--- config.mk ---
export PLATFORM = sky130hd
export DESIGN_NAME = mci_out_fifo
export DESIGN_NICKNAME = d
export VERILOG_FILES = /design/src/rtl/core/mci_pkg.sv /design/src/rtl/core/mci_out_fifo.sv
export SDC_FILE = /design/constraint.sdc
export NUM_CORES = 1
export LEC_CHECK = 0
export BUFFER_PORTS_ARGS = -buffer_cell sky130_fd_sc_hd__buf_4
export CAP_MARGIN = 20
export CORE_MARGIN = 5
export CORE_UTILIZATION = 64
export DETAILED_ROUTE_END_ITERATION = 10
export PLACE_DENSITY_LB_ADDON = 0.3
export SLEW_MARGIN = 20
export SYNTH_ARGS = -nofsm -noshare
export SYNTH_HDL_FRONTEND = slang
export SYNTH_SLANG_ARGS = --single-unit
export TNS_END_PERCENT = 1
--- constraint.sdc ---
create_clock -name clk -period 4.5 [get_ports clk]
set_input_delay 0.45 -clock clk [delete_from_list [all_inputs] [get_ports clk]]
set_output_delay 0.45 -clock clk [all_outputs]
set_load 0.005 [all_outputs]
--- src/rtl/core/mci_pkg.sv ---
package mci_pkg;

  localparam int DEF_MAX_TILE_WIDTH  = 64;
  localparam int DEF_MAX_TILE_HEIGHT = 64;
  localparam int DEF_FRAC_BITS       = 28;

  localparam int PIX_W       = 6;
  localparam int COORD_DEPTH = 2 ** PIX_W;
  localparam int IDX_W       = 13;
  localparam int IN_DATA_W   = 16;
  localparam int OUT_DATA_W  = 32;
  localparam int BADDR_W     = 11;
  localparam int FIFO_DEPTH  = 8;
  localparam int FIFO_AW     = $clog2(FIFO_DEPTH);
  localparam int FIFO_CW     = $clog2(FIFO_DEPTH + 1);
  localparam int DIV_STEPS   = 32;
  localparam int DIV_CW      = $clog2(DIV_STEPS);

  localparam logic [31:0] RST_REAL_MIN   = 32'hE000_0000;
  localparam logic [31:0] RST_REAL_MAX   = 32'h1000_0000;
  localparam logic [31:0] RST_IMAG_MIN   = 32'hE800_0000;
  localparam logic [31:0] RST_IMAG_MAX   = 32'h1800_0000;
  localparam logic [6:0]  RST_TILE_W     = 7'd64;
  localparam logic [6:0]  RST_TILE_H     = 7'd64;
  localparam logic [7:0]  RST_ITER_LIMIT = 8'd32;
  localparam logic [5:0]  RST_ROW_BYTES  = 6'd8;

  typedef enum logic [2:0] {
    REG_REAL_MIN   = 3'd0,
    REG_REAL_MAX   = 3'd1,
    REG_IMAG_MIN   = 3'd2,
    REG_IMAG_MAX   = 3'd3,
    REG_TILE_W     = 3'd4,
    REG_TILE_H     = 3'd5,
    REG_ITER_LIMIT = 3'd6,
    REG_ROW_BYTES  = 3'd7
  } cfg_reg_t;

  typedef struct packed {
    logic signed [31:0] real_min;
    logic signed [31:0] real_max;
    logic signed [31:0] imag_min;
    logic signed [31:0] imag_max;
    logic [6:0]         tile_width;
    logic [6:0]         tile_height;
  } region_t;

  typedef struct packed {
    logic signed [31:0] z_re;
    logic signed [31:0] z_im;
    logic [7:0]         count;
    logic               solved;
  } cell_t;

  typedef struct packed {
    logic [7:0]         count;
    logic [2:0]         bit_pos;
    logic [BADDR_W-1:0] byte_addr;
    logic               pix_val;
    logic               pix_wr;
    logic               did;
  } res_t;

  function automatic logic signed [31:0] sat32(input logic signed [65:0] v);
    logic signed [31:0] r;
    if (v[65:31] == {35{v[65]}}) r = v[31:0];
    else if (v[65]) r = 32'sh8000_0000;
    else r = 32'sh7FFF_FFFF;
    return r;
  endfunction

endpackage

--- src/rtl/core/mci_out_fifo.sv ---
module mci_out_fifo (
  input  logic          clk,
  input  logic          rst_n,
  input  logic          push,
  input  mci_pkg::res_t din,
  input  logic          pop,
  output mci_pkg::res_t dout,
  output logic          valid
);
  import mci_pkg::*;

  res_t               mem [FIFO_DEPTH];
  logic [FIFO_AW-1:0] wptr_r, rptr_r;
  logic [FIFO_CW-1:0] cnt_r, cnt_nxt;

  assign cnt_nxt = cnt_r + FIFO_CW'(push) - FIFO_CW'(pop);

  always_ff @(posedge clk) begin
    if (!rst_n) begin
      wptr_r <= '0;
      rptr_r <= '0;
      cnt_r  <= '0;
    end else begin
      if (push) wptr_r <= wptr_r + FIFO_AW'(1);
      if (pop) rptr_r <= rptr_r + FIFO_AW'(1);
      cnt_r <= cnt_nxt;
    end
  end

  always_ff @(posedge clk) begin
    if (push) mem[wptr_r] <= din;
  end

  assign dout  = mem[rptr_r];
  assign valid = cnt_r != '0;

endmodule

==> out/results.ini <==
[status]
outcome=complete, no violations

[clock_tree]
clock_latency_ns=0.48
cts_buffer_depth=3
cts-htree-levels=1
cts-resized-gates=0
clk_pin_slew_ns=0.06
cts_tree=done
clock_sinks=213
cts-root-buf=clkbuf_16
cts_setup_buffers=0
hold_buffers=0
cts_made_buffers=20

[yosys]
synth_area_leaders=edfxtp_1, mux4_1, mux2_2
netlist_area_mm2=0.00833
synth-seq-area-share_pct=75.2
syn_inst=357
synth_top_area_cell=edfxtp_1
synth_warnings=0
synth_top_area_share_pct=72.1
avgSynthCellArea_um2=23.3
netlist-cell-type-count=22
syn-num-nets=394
ys_ff_latch=213

[sta]
min_period_over_period_pct=70.4
rsz0062_at_grt=false
relSlewSlack_pct=47.8
setup_violations=0
fmax_mhz=316
skew_ns=0.0155
worst_slew_pin_slew_ns=0.778
tns_ns=0
drv_slew=0
finalHoldViolations=0
period_needed_ns=3.17

[drt]
detail_route.drc_violations=0
vias_per_cell=6.08
num_vias=3729
wl_per_cell_um=23.7
drt_iter0_drc=249
dr.pass1.iters=4
postRouteWirelength_um=14500
ant_nets=0

[setup_path]
slowest_stage=dfxtp_2
crit_fanout=22
crit_arrival_ns=2.72
crit_required_ns=4.05
worstSetupPathType=reg2out
r2r_start=wptr_r[1]$_SDFFE_PN0P_
critical_path.max_stage_delay_ns=0.75
cpMostUsedCell=buf_4
end_kind=primary output
crit_chain=buf_4 > mux4_1 > mux2_2 > buf_4
cp-start-kind=flop

[power]
powerDensity_mw_per_mm2=447
vdd_drop_max_v=0.000412
p_leak_nw=3.25

[placed_design]
hpwlAfterDp_um=7900
routabilityCongestion=0.689
numPortBuffers=54

[floorplanning]
die_y_um=124
top_level_ports=55
die_area_mm2=0.0154
fp-row-count=41
fp.dieW_um=124
start_util_pct=65.7
coreArea_mm2=0.0127

[min_path]
hold_path_startpoint=din[0]
holdCritPathClass=in2reg

[final_layout]
final_common_cell=edfxtp_1
area_delta_synth_final_pct=15.3
layout-drive-gt1-share_pct=29.3
most-common-layout-cells=edfxtp_1, buf_4, mux4_1, mux2_2, clkbuf_16
layout.nets=465
final_core_util_pct=75.8
insertedDiodeCount=0

[global_routing]
grt_pass1_vias=3899
grt_overflow_total=0
grt_max_degree=51
grt_use_total_pct=19.8
antenna_found_initial=0
grt_pass1_wl_um=22200

[job]
maxCapViolations=0

[metal layers]
metal | GRT usage [%] | part of all wire, % | vias up | routed length [um]
met5 | 0 | 0 | - | 0
met4 | 4.65 | 1.6 | 0 | 238
met3 | 2.77 | 7.0 | 20 | 1010
met2 | 34.5 | 52 | 160 | 7540
met1 | 27.0 | 39 | 1891 | 5720
li1 | - | - | 1658 | -
[Yosys cell counts]
cell type	instances
nor2_1	6
buf_6	6
nand2b_1	4
fa_1	1
xnor2_1	3
mux2i_1	3
nor2b_1	3
mux2_2	25
a21o_1	1
buf_1	7
edfxtp_1	200
xor2_1	2
nand3_1	1
clkbuf_1	3
mux4_1	50
and2_1	7
dfxtp_1	13
a21oi_1	1
ha_1	7
nand2_1	5
nor3_1	2
inv_1	7
[power by group]
group          leakage, nW  total [mW]  internal (mW)  switching [mW]
sequential            1.93        2.26           2.23          0.0320
clock                0.311        1.64          0.969           0.671
combinational         1.02       0.385          0.215           0.171
[kinds of logic (layout without fill, tap and decap cells)]
family,count (synthesis),after routing,share of synthesized area (%)
AOI/OAI and AO/OA,2,2,0.150
xor gates and xnor gates,5,5,0.526
adders and majority gates,8,8,1.29
buffers and inverters,23,107,1.58
DFF,213,213,75.2
muxes,78,78,19.5
and+or+nand+nor,28,28,1.73
[state kept, by name (all words and copies together), names as in the netlist, named ones only]
| name | count |
|---|---|
| cnt_r | 4 |
| mem | 200 |
| wptr_r | 3 |
| rptr_r | 3 |
[worst paths after layout]
check	to	slack, ns	depth (start not counted)
worst min register to register	flop	0.59	2
worst max register to register	mem[6][20]$_DFFE_PP_	2.57	3
worst min-delay path	mem[3][0]$_DFFE_PP_	0.20	1
worst max-delay path	dout[2]	1.33	4
[stage by stage]
| step | hold WS (ns) | setup slack, ns | total power [mW] | instances | cell area, um2 |
|---|---|---|---|---|---|
| 2_1_floorplan | 0.512 | 1.78 | 2.53 | 357 | 8330 |
| 3_3_place_gp | 0.564 | 1.90 | 2.68 | 578 | 8960 |
| 3_5_place_dp | 0.576 | 1.88 | 2.69 | 578 | 8960 |
| 5_1_grt | 0.192 | 1.24 | 4.45 | 613 | 9610 |
| 4_1_cts | 0.186 | 1.30 | 4.32 | 613 | 9600 |
| 6_report | 0.199 | 1.33 | 4.29 | 613 | 9610 |
[critical path, delay by kind of cell (launching register included)]
family	cells	cell delay [ns]
buffers and inverters	2	0.55
DFF	1	0.75
muxes	2	0.94
[final cells by class]
| type | count | area (um2) |
|---|---|---|
| well taps | 172 | 215 |
| multi-input cells | 121 | 1960 |
| fillers | 686 | 3070 |
| repair buffers | 65 | 488 |
| inverters | 7 | 26.3 |
| flip-flops and latches | 213 | 6270 |
| clock inverters | 10 | 106 |
| clock buffers | 25 | 541 |
Note: power is estimated with default switching activity, not from simulation.
