===== src/rtl/core/mci_pkg.sv =====
package mci_pkg;

  localparam int DEF_MAX_TILE_WIDTH  = 64;
  localparam int DEF_MAX_TILE_HEIGHT = 64;
  localparam int DEF_FRAC_BITS       = 28;

  localparam int PIX_W       = 6;
  localparam int COORD_DEPTH = 2 ** PIX_W;
  localparam int IDX_W       = 13;
  localparam int IN_DATA_W   = 16;
  localparam int OUT_DATA_W  = 32;
  localparam int BADDR_W     = 11;
  localparam int FIFO_DEPTH  = 8;
  localparam int FIFO_AW     = $clog2(FIFO_DEPTH);
  localparam int FIFO_CW     = $clog2(FIFO_DEPTH + 1);
  localparam int DIV_STEPS   = 32;
  localparam int DIV_CW      = $clog2(DIV_STEPS);

  localparam logic [31:0] RST_REAL_MIN   = 32'hE000_0000;
  localparam logic [31:0] RST_REAL_MAX   = 32'h1000_0000;
  localparam logic [31:0] RST_IMAG_MIN   = 32'hE800_0000;
  localparam logic [31:0] RST_IMAG_MAX   = 32'h1800_0000;
  localparam logic [6:0]  RST_TILE_W     = 7'd64;
  localparam logic [6:0]  RST_TILE_H     = 7'd64;
  localparam logic [7:0]  RST_ITER_LIMIT = 8'd32;
  localparam logic [5:0]  RST_ROW_BYTES  = 6'd8;

  typedef enum logic [2:0] {
    REG_REAL_MIN   = 3'd0,
    REG_REAL_MAX   = 3'd1,
    REG_IMAG_MIN   = 3'd2,
    REG_IMAG_MAX   = 3'd3,
    REG_TILE_W     = 3'd4,
    REG_TILE_H     = 3'd5,
    REG_ITER_LIMIT = 3'd6,
    REG_ROW_BYTES  = 3'd7
  } cfg_reg_t;

  typedef struct packed {
    logic signed [31:0] real_min;
    logic signed [31:0] real_max;
    logic signed [31:0] imag_min;
    logic signed [31:0] imag_max;
    logic [6:0]         tile_width;
    logic [6:0]         tile_height;
  } region_t;

  typedef struct packed {
    logic signed [31:0] z_re;
    logic signed [31:0] z_im;
    logic [7:0]         count;
    logic               solved;
  } cell_t;

  typedef struct packed {
    logic [7:0]         count;
    logic [2:0]         bit_pos;
    logic [BADDR_W-1:0] byte_addr;
    logic               pix_val;
    logic               pix_wr;
    logic               did;
  } res_t;

  function automatic logic signed [31:0] sat32(input logic signed [65:0] v);
    logic signed [31:0] r;
    if (v[65:31] == {35{v[65]}}) r = v[31:0];
    else if (v[65]) r = 32'sh8000_0000;
    else r = 32'sh7FFF_FFFF;
    return r;
  endfunction

endpackage


===== src/rtl/core/mci_coord_gen.sv =====
module mci_coord_gen (
  input  logic                      clk,
  input  logic                      rst_n,
  input  logic                      start,
  input  mci_pkg::region_t          region,
  input  logic                      rd_en,
  input  logic [mci_pkg::PIX_W-1:0] rd_x,
  input  logic [mci_pkg::PIX_W-1:0] rd_y,
  output logic signed [31:0]        c_re,
  output logic signed [31:0]        c_im,
  output logic                      busy
);
  import mci_pkg::*;

  typedef enum logic [3:0] {
    CG_IDLE = 4'b0001,
    CG_LOAD = 4'b0010,
    CG_DIV  = 4'b0100,
    CG_FILL = 4'b1000
  } cg_state_t;

  cg_state_t          state_r, state_nxt;
  logic               axis_r, axis_nxt;
  logic signed [31:0] lo_r;
  logic               neg_r;
  logic [31:0]        dvd_r;
  logic [6:0]         size_r;
  logic [7:0]         rem_r;
  logic [DIV_CW-1:0]  step_r;
  logic [PIX_W-1:0]   p_r;
  logic [37:0]        accq_r;
  logic [6:0]         accr_r;

  logic signed [31:0] tab_re [COORD_DEPTH];
  logic signed [31:0] tab_im [COORD_DEPTH];
  logic signed [31:0] c_re_r, c_im_r;

  logic signed [31:0] lo_sel, hi_sel;
  logic signed [32:0] delta;
  logic [32:0]        delta_mag;
  logic [7:0]         rem_sh;
  logic               rem_ge;
  logic [7:0]         acc_tmp;
  logic               acc_carry;
  logic signed [65:0] lo_ext, acc_ext;
  logic signed [31:0] entry;

  assign lo_sel    = axis_r ? region.imag_min : region.real_min;
  assign hi_sel    = axis_r ? region.imag_max : region.real_max;
  assign delta     = 33'(hi_sel) - 33'(lo_sel);
  assign delta_mag = delta[32] ? 33'(-delta) : 33'(delta);

  assign rem_sh = {rem_r[6:0], dvd_r[31]};
  assign rem_ge = rem_sh >= {1'b0, size_r};

  assign acc_tmp   = {1'b0, accr_r} + {1'b0, rem_r[6:0]};
  assign acc_carry = acc_tmp >= {1'b0, size_r};

  assign lo_ext  = 66'(lo_r);
  assign acc_ext = $signed({28'b0, accq_r});
  assign entry   = sat32(neg_r ? lo_ext - acc_ext : lo_ext + acc_ext);

  always_comb begin
    state_nxt = state_r;
    axis_nxt  = axis_r;
    case (state_r)
      CG_IDLE: state_nxt = CG_IDLE;
      CG_LOAD: state_nxt = CG_DIV;
      CG_DIV:  if (step_r == DIV_CW'(DIV_STEPS - 1)) state_nxt = CG_FILL;
      CG_FILL: begin
        if (p_r == PIX_W'(COORD_DEPTH - 1)) begin
          if (axis_r) begin
            state_nxt = CG_IDLE;
          end else begin
            state_nxt = CG_LOAD;
            axis_nxt  = 1'b1;
          end
        end
      end
      default: state_nxt = CG_IDLE;
    endcase
    if (start) begin
      state_nxt = CG_LOAD;
      axis_nxt  = 1'b0;
    end
  end

  always_ff @(posedge clk) begin
    if (!rst_n) begin
      state_r <= CG_LOAD;
      axis_r  <= 1'b0;
    end else begin
      state_r <= state_nxt;
      axis_r  <= axis_nxt;
    end
  end

  always_ff @(posedge clk) begin
    case (state_r)
      CG_LOAD: begin
        lo_r   <= lo_sel;
        neg_r  <= delta[32];
        dvd_r  <= delta_mag[31:0];
        size_r <= axis_r ? region.tile_height : region.tile_width;
        rem_r  <= '0;
        step_r <= '0;
      end
      CG_DIV: begin
        rem_r  <= rem_ge ? rem_sh - {1'b0, size_r} : rem_sh;
        dvd_r  <= {dvd_r[30:0], rem_ge};
        step_r <= step_r + DIV_CW'(1);
        p_r    <= '0;
        accq_r <= '0;
        accr_r <= '0;
      end
      CG_FILL: begin
        accq_r <= accq_r + 38'(dvd_r) + 38'(acc_carry);
        accr_r <= acc_carry ? 7'(acc_tmp - {1'b0, size_r}) : acc_tmp[6:0];
        p_r    <= p_r + PIX_W'(1);
      end
      default: ;
    endcase
  end

  // coordinate tables, one entry per column and per row
  always_ff @(posedge clk) begin
    if (state_r == CG_FILL) begin
      if (axis_r) tab_im[p_r] <= entry;
      else tab_re[p_r] <= entry;
    end
    if (rd_en) begin
      c_re_r <= tab_re[rd_x];
      c_im_r <= tab_im[rd_y];
    end
  end

  assign c_re = c_re_r;
  assign c_im = c_im_r;
  assign busy = state_r != CG_IDLE;

endmodule


===== config.mk =====
export PLATFORM = sky130hd
export DESIGN_NAME = mci_coord_gen
export DESIGN_NICKNAME = d
export VERILOG_FILES = /design/src/rtl/core/mci_pkg.sv /design/src/rtl/core/mci_coord_gen.sv
export SDC_FILE = /design/constraint.sdc
export NUM_CORES = 2
export LEC_CHECK = 0
export BUFFER_PORTS_ARGS = -buffer_cell sky130_fd_sc_hd__buf_2
export CAP_MARGIN = 20
export CORE_MARGIN = 2
export CORE_UTILIZATION = 61
export DETAILED_ROUTE_END_ITERATION = 7
export PLACE_DENSITY_LB_ADDON = 0.12
export SETUP_SLACK_MARGIN = 0.02
export SLEW_MARGIN = 25
export SYNTH_ARGS = -nofsm -noshare
export SYNTH_HDL_FRONTEND = slang
export SYNTH_SLANG_ARGS = --single-unit

===== constraint.sdc =====
create_clock -name clk -period 14.65 [get_ports clk]
set_input_delay 0 -clock clk [delete_from_list [all_inputs] [get_ports clk]]
set_output_delay 0 -clock clk [all_outputs]
set_load 0.02 [all_outputs]

==> out/metrics.cfg <==
[cts]
clock_path_buffers=4
clk_pin_slew_ns=0.06
numCtsBuffers=424
clock_latency_ns=1.00
htreeDepth=5
post_cts_buffers=0
cts_tree=built
cts_hold_buf=186
cts-resized-gates=0
cts.sinks=4300
cts_root_buf=clkbuf_16

[power]
p_int_uw=22200
switchingPower_uw=7370
share_seq_of_total_power_pct=51.6
leakagePower_uw=0.0619
power_density_nw_per_um2=152
clockPowerShare_pct=35.7
swShare_pct=24.9
power_frac_comb_pct=12.6
ir_drop_mv=0.130

[floorplanning]
fp.coreArea_um2=280000
ios=223
start_util_pct=61.4
rows=194
die_w_um=535
die_area_um2=286000
die_y_um=535

[sta]
setup_tns_ns=0
period_share_pct=63.8
slew_headroom_pct=23.5
fmax_ghz=0.107
tightestPinTransition_ns=1.12
skew_ns=0.0579
setup-violations-final=0
grt_setup_unrepaired=no
hold_viol=0
final_max_slew_viol_count=0
fin_crit_ns=9.34

[synth]
synth_nets=7982
synth_area_um2=172000
ys_ff_latch=4300
avgSynthCellArea_um2=22.3
synth-async-reset-ratio_pct=0
ys.flop_type=edfxtp_1
synth_top_area_cell=edfxtp_1
ys_types=102
synth_warnings=0
ys_seq_area_share_pct=75.2
synth.most_common_cell=edfxtp_1
syn_inst=7689
synth_commonest_cells=edfxtp_1, mux4_2, nor2_1
synth_edf_count=4295
synth_area_leaders=edfxtp_1, mux4_2, ha_1, nor2_1, clkbuf_1
synth_top_area_share_pct=75.1

[global_routing]
grt_overflow_total=0
grt_pass1_vias=86302
grt_max_degree=139
antenna_found_initial=16
grt_first_pass_wirelength_mm=652
grt_usage_pct=32.9

[drt]
drc=0
wl_mm=468
detail-route-antenna-nets=0
drt-initial-drc-count=13379
viasPerCell=7.04
firstDrtPassIters=6
wl_per_cell_um=37.6
num_vias=87721

[setup_path]
cp.arrival_ns=9.98
rr_endpoint=tab_im[26][17]
path_cells=nor3_1 -> nand4b_1 -> nor2_1 -> nand3_1 -> nor4_1 -> a21oi_1 -> xnor2_1 -> ha_1 -> nand2_1 -> nor2_1 -> a21boi_0 -> a221o_2 -> or3_2 -> nand2_2 -> inv_4 -> buf_4 -> nand2_4 -> o41ai_4 -> nand4_4 -> buf_4 -> o21ai_4 -> buf_4 -> buf_4
path_max_fanout=70
crit_path_frequent_cell=buf_4
rr_startpoint=accq_r[6]
cp-end-kind=flop
path_buf_inv=5
required_ns=15.29
r2r_slack_ns=5.31
crit_family=buffers and inverters
r2r_cells=23
slowest_delay_ns=0.89
worstSetupPathDepth=23
worst-setup-path-type=reg2reg
crit_start=accq_r[6]
cp-endpoint=tab_im[26][17]
start_kind=flop
critical_path.slowest_cell=buf_4

[cells_and_area]
synthToLayoutAreaGrowth_pct=13.5
drive_gt1_share_pct=30.2
fin_nets=8674
post-route-util_pct=69.7
instances_no_fill=12455

[min_path]
hp-class=in2reg

[place]
gp_congestion=0.861
place_inst=11481
dp_hpwl_mm=240
io_buffers=222

[run_status]
status=completed

[flow_run]
cap_violations=0

## power groups by stage
stage	combinational, uW	clock [uW]	sequential [uW]
after floorplan	2050	0	15900
after global placement	3440	0	15500
after detailed placement	3630	0	15500
after CTS	3660	10700	15300
after global routing	4010	11100	15300
final	3730	10600	15300
## final cells by class
cell class | instances | area (um2)
sequential | 4300 | 129000
fill | 16540 | 84700
multi-input combinational | 2919 | 42100
clock buffer | 532 | 11100
timing repair buffer | 654 | 5300
tap | 3724 | 4660
clock inverter | 239 | 2300
inverter | 82 | 310
antenna | 5 | 12.5
## worst min-delay path, stage by stage
cell and delay (ns):
buf_8 0.22, mux4_2 0.41, mux4_2 0.24
## metrics by stage
step	worst slack, ns	total power (uW)	instance area (um2)	hold slack (ns)
after floorplan	3.55	17900	172000	0.112
after global placement	5.26	19000	179000	0.302
after detailed placement	5.09	19200	179000	0.305
after CTS	5.05	29600	195000	0.000648
after global routing	4.53	30400	195000	0.0427
final	5.31	29600	195000	0.0292
## worst min-delay path by stage
stage / slack, ns / cells past startpoint / end / from
floorplan: 0.11 / 0 / c_im[0] / rd_en
global placement: 0.30 / 2 / size_r[5] / region[5]
detailed placement: 0.31 / 2 / size_r[4] / region[11]
CTS: 0.0006 / 7 / dvd_r[23] / region[101]
global route: 0.04 / 3 / c_im[7] / rd_y[4]
finish: 0.03 / 3 / c_re[7] / rd_x[2]
## cells by family (layout without fill, tap and decap cells)
group,count (synthesis),count (layout),synth area share (%)
other,0,5,0
and+or+nand+nor,645,645,1.79
xor gates and xnor gates,166,166,0.847
DFF,4300,4300,75.2
adders and majority gates,135,135,1.01
AOI/OAI and AO/OA,534,534,2.00
buffers and inverters,470,1507,1.05
muxes,1439,1439,18.1
## metal layers
metal  vias up  global-route usage [%]  part of all wire, %
li1      34045                       -                    -
met1     46586                    47.4                   37
met2      6236                    51.1                   47
met3       850                    7.46                   12
met4         4                    11.0                  3.8
met5         -                       0               0.0058
## state kept, by name, summed over array words and instances (netlist names), 5 cells and up
name	cells
tab_im	2048
tab_re	2048
accq_r	38
c_im	32
c_re	32
dvd_r	32
lo_r	32
accr_r	7
rem_r	7
size_r	7
p_r	6
step_r	5
## cells in the final DEF (no fill, tap or decap), types with 12 or more instances in the layout
cell type / count
a21o_1: 67
a21oi_1: 174
a31oi_1: 27
and2_1: 17
and3_1: 24
buf_16: 12
buf_2: 210
buf_4: 217
buf_6: 13
bufinv_16: 34
clkbuf_1: 101
clkbuf_16: 429
clkinv_1: 97
clkinv_2: 73
dlygate4sd3_1: 186
edfxtp_1: 4295
ha_1: 128
inv_1: 81
mux2_2: 54
mux2i_1: 54
mux4_2: 1329
nand2_1: 96
nand2b_1: 15
nand3_1: 31
nand4_1: 22
nor2_1: 177
nor2_4: 128
nor2b_1: 12
nor3_1: 30
o211ai_1: 13
o21a_1: 15
o21ai_0: 94
o21ai_4: 27
o21bai_1: 21
or3_1: 26
xnor2_1: 109
xor2_1: 57
Note: power is estimated with default switching activity, not from simulation.
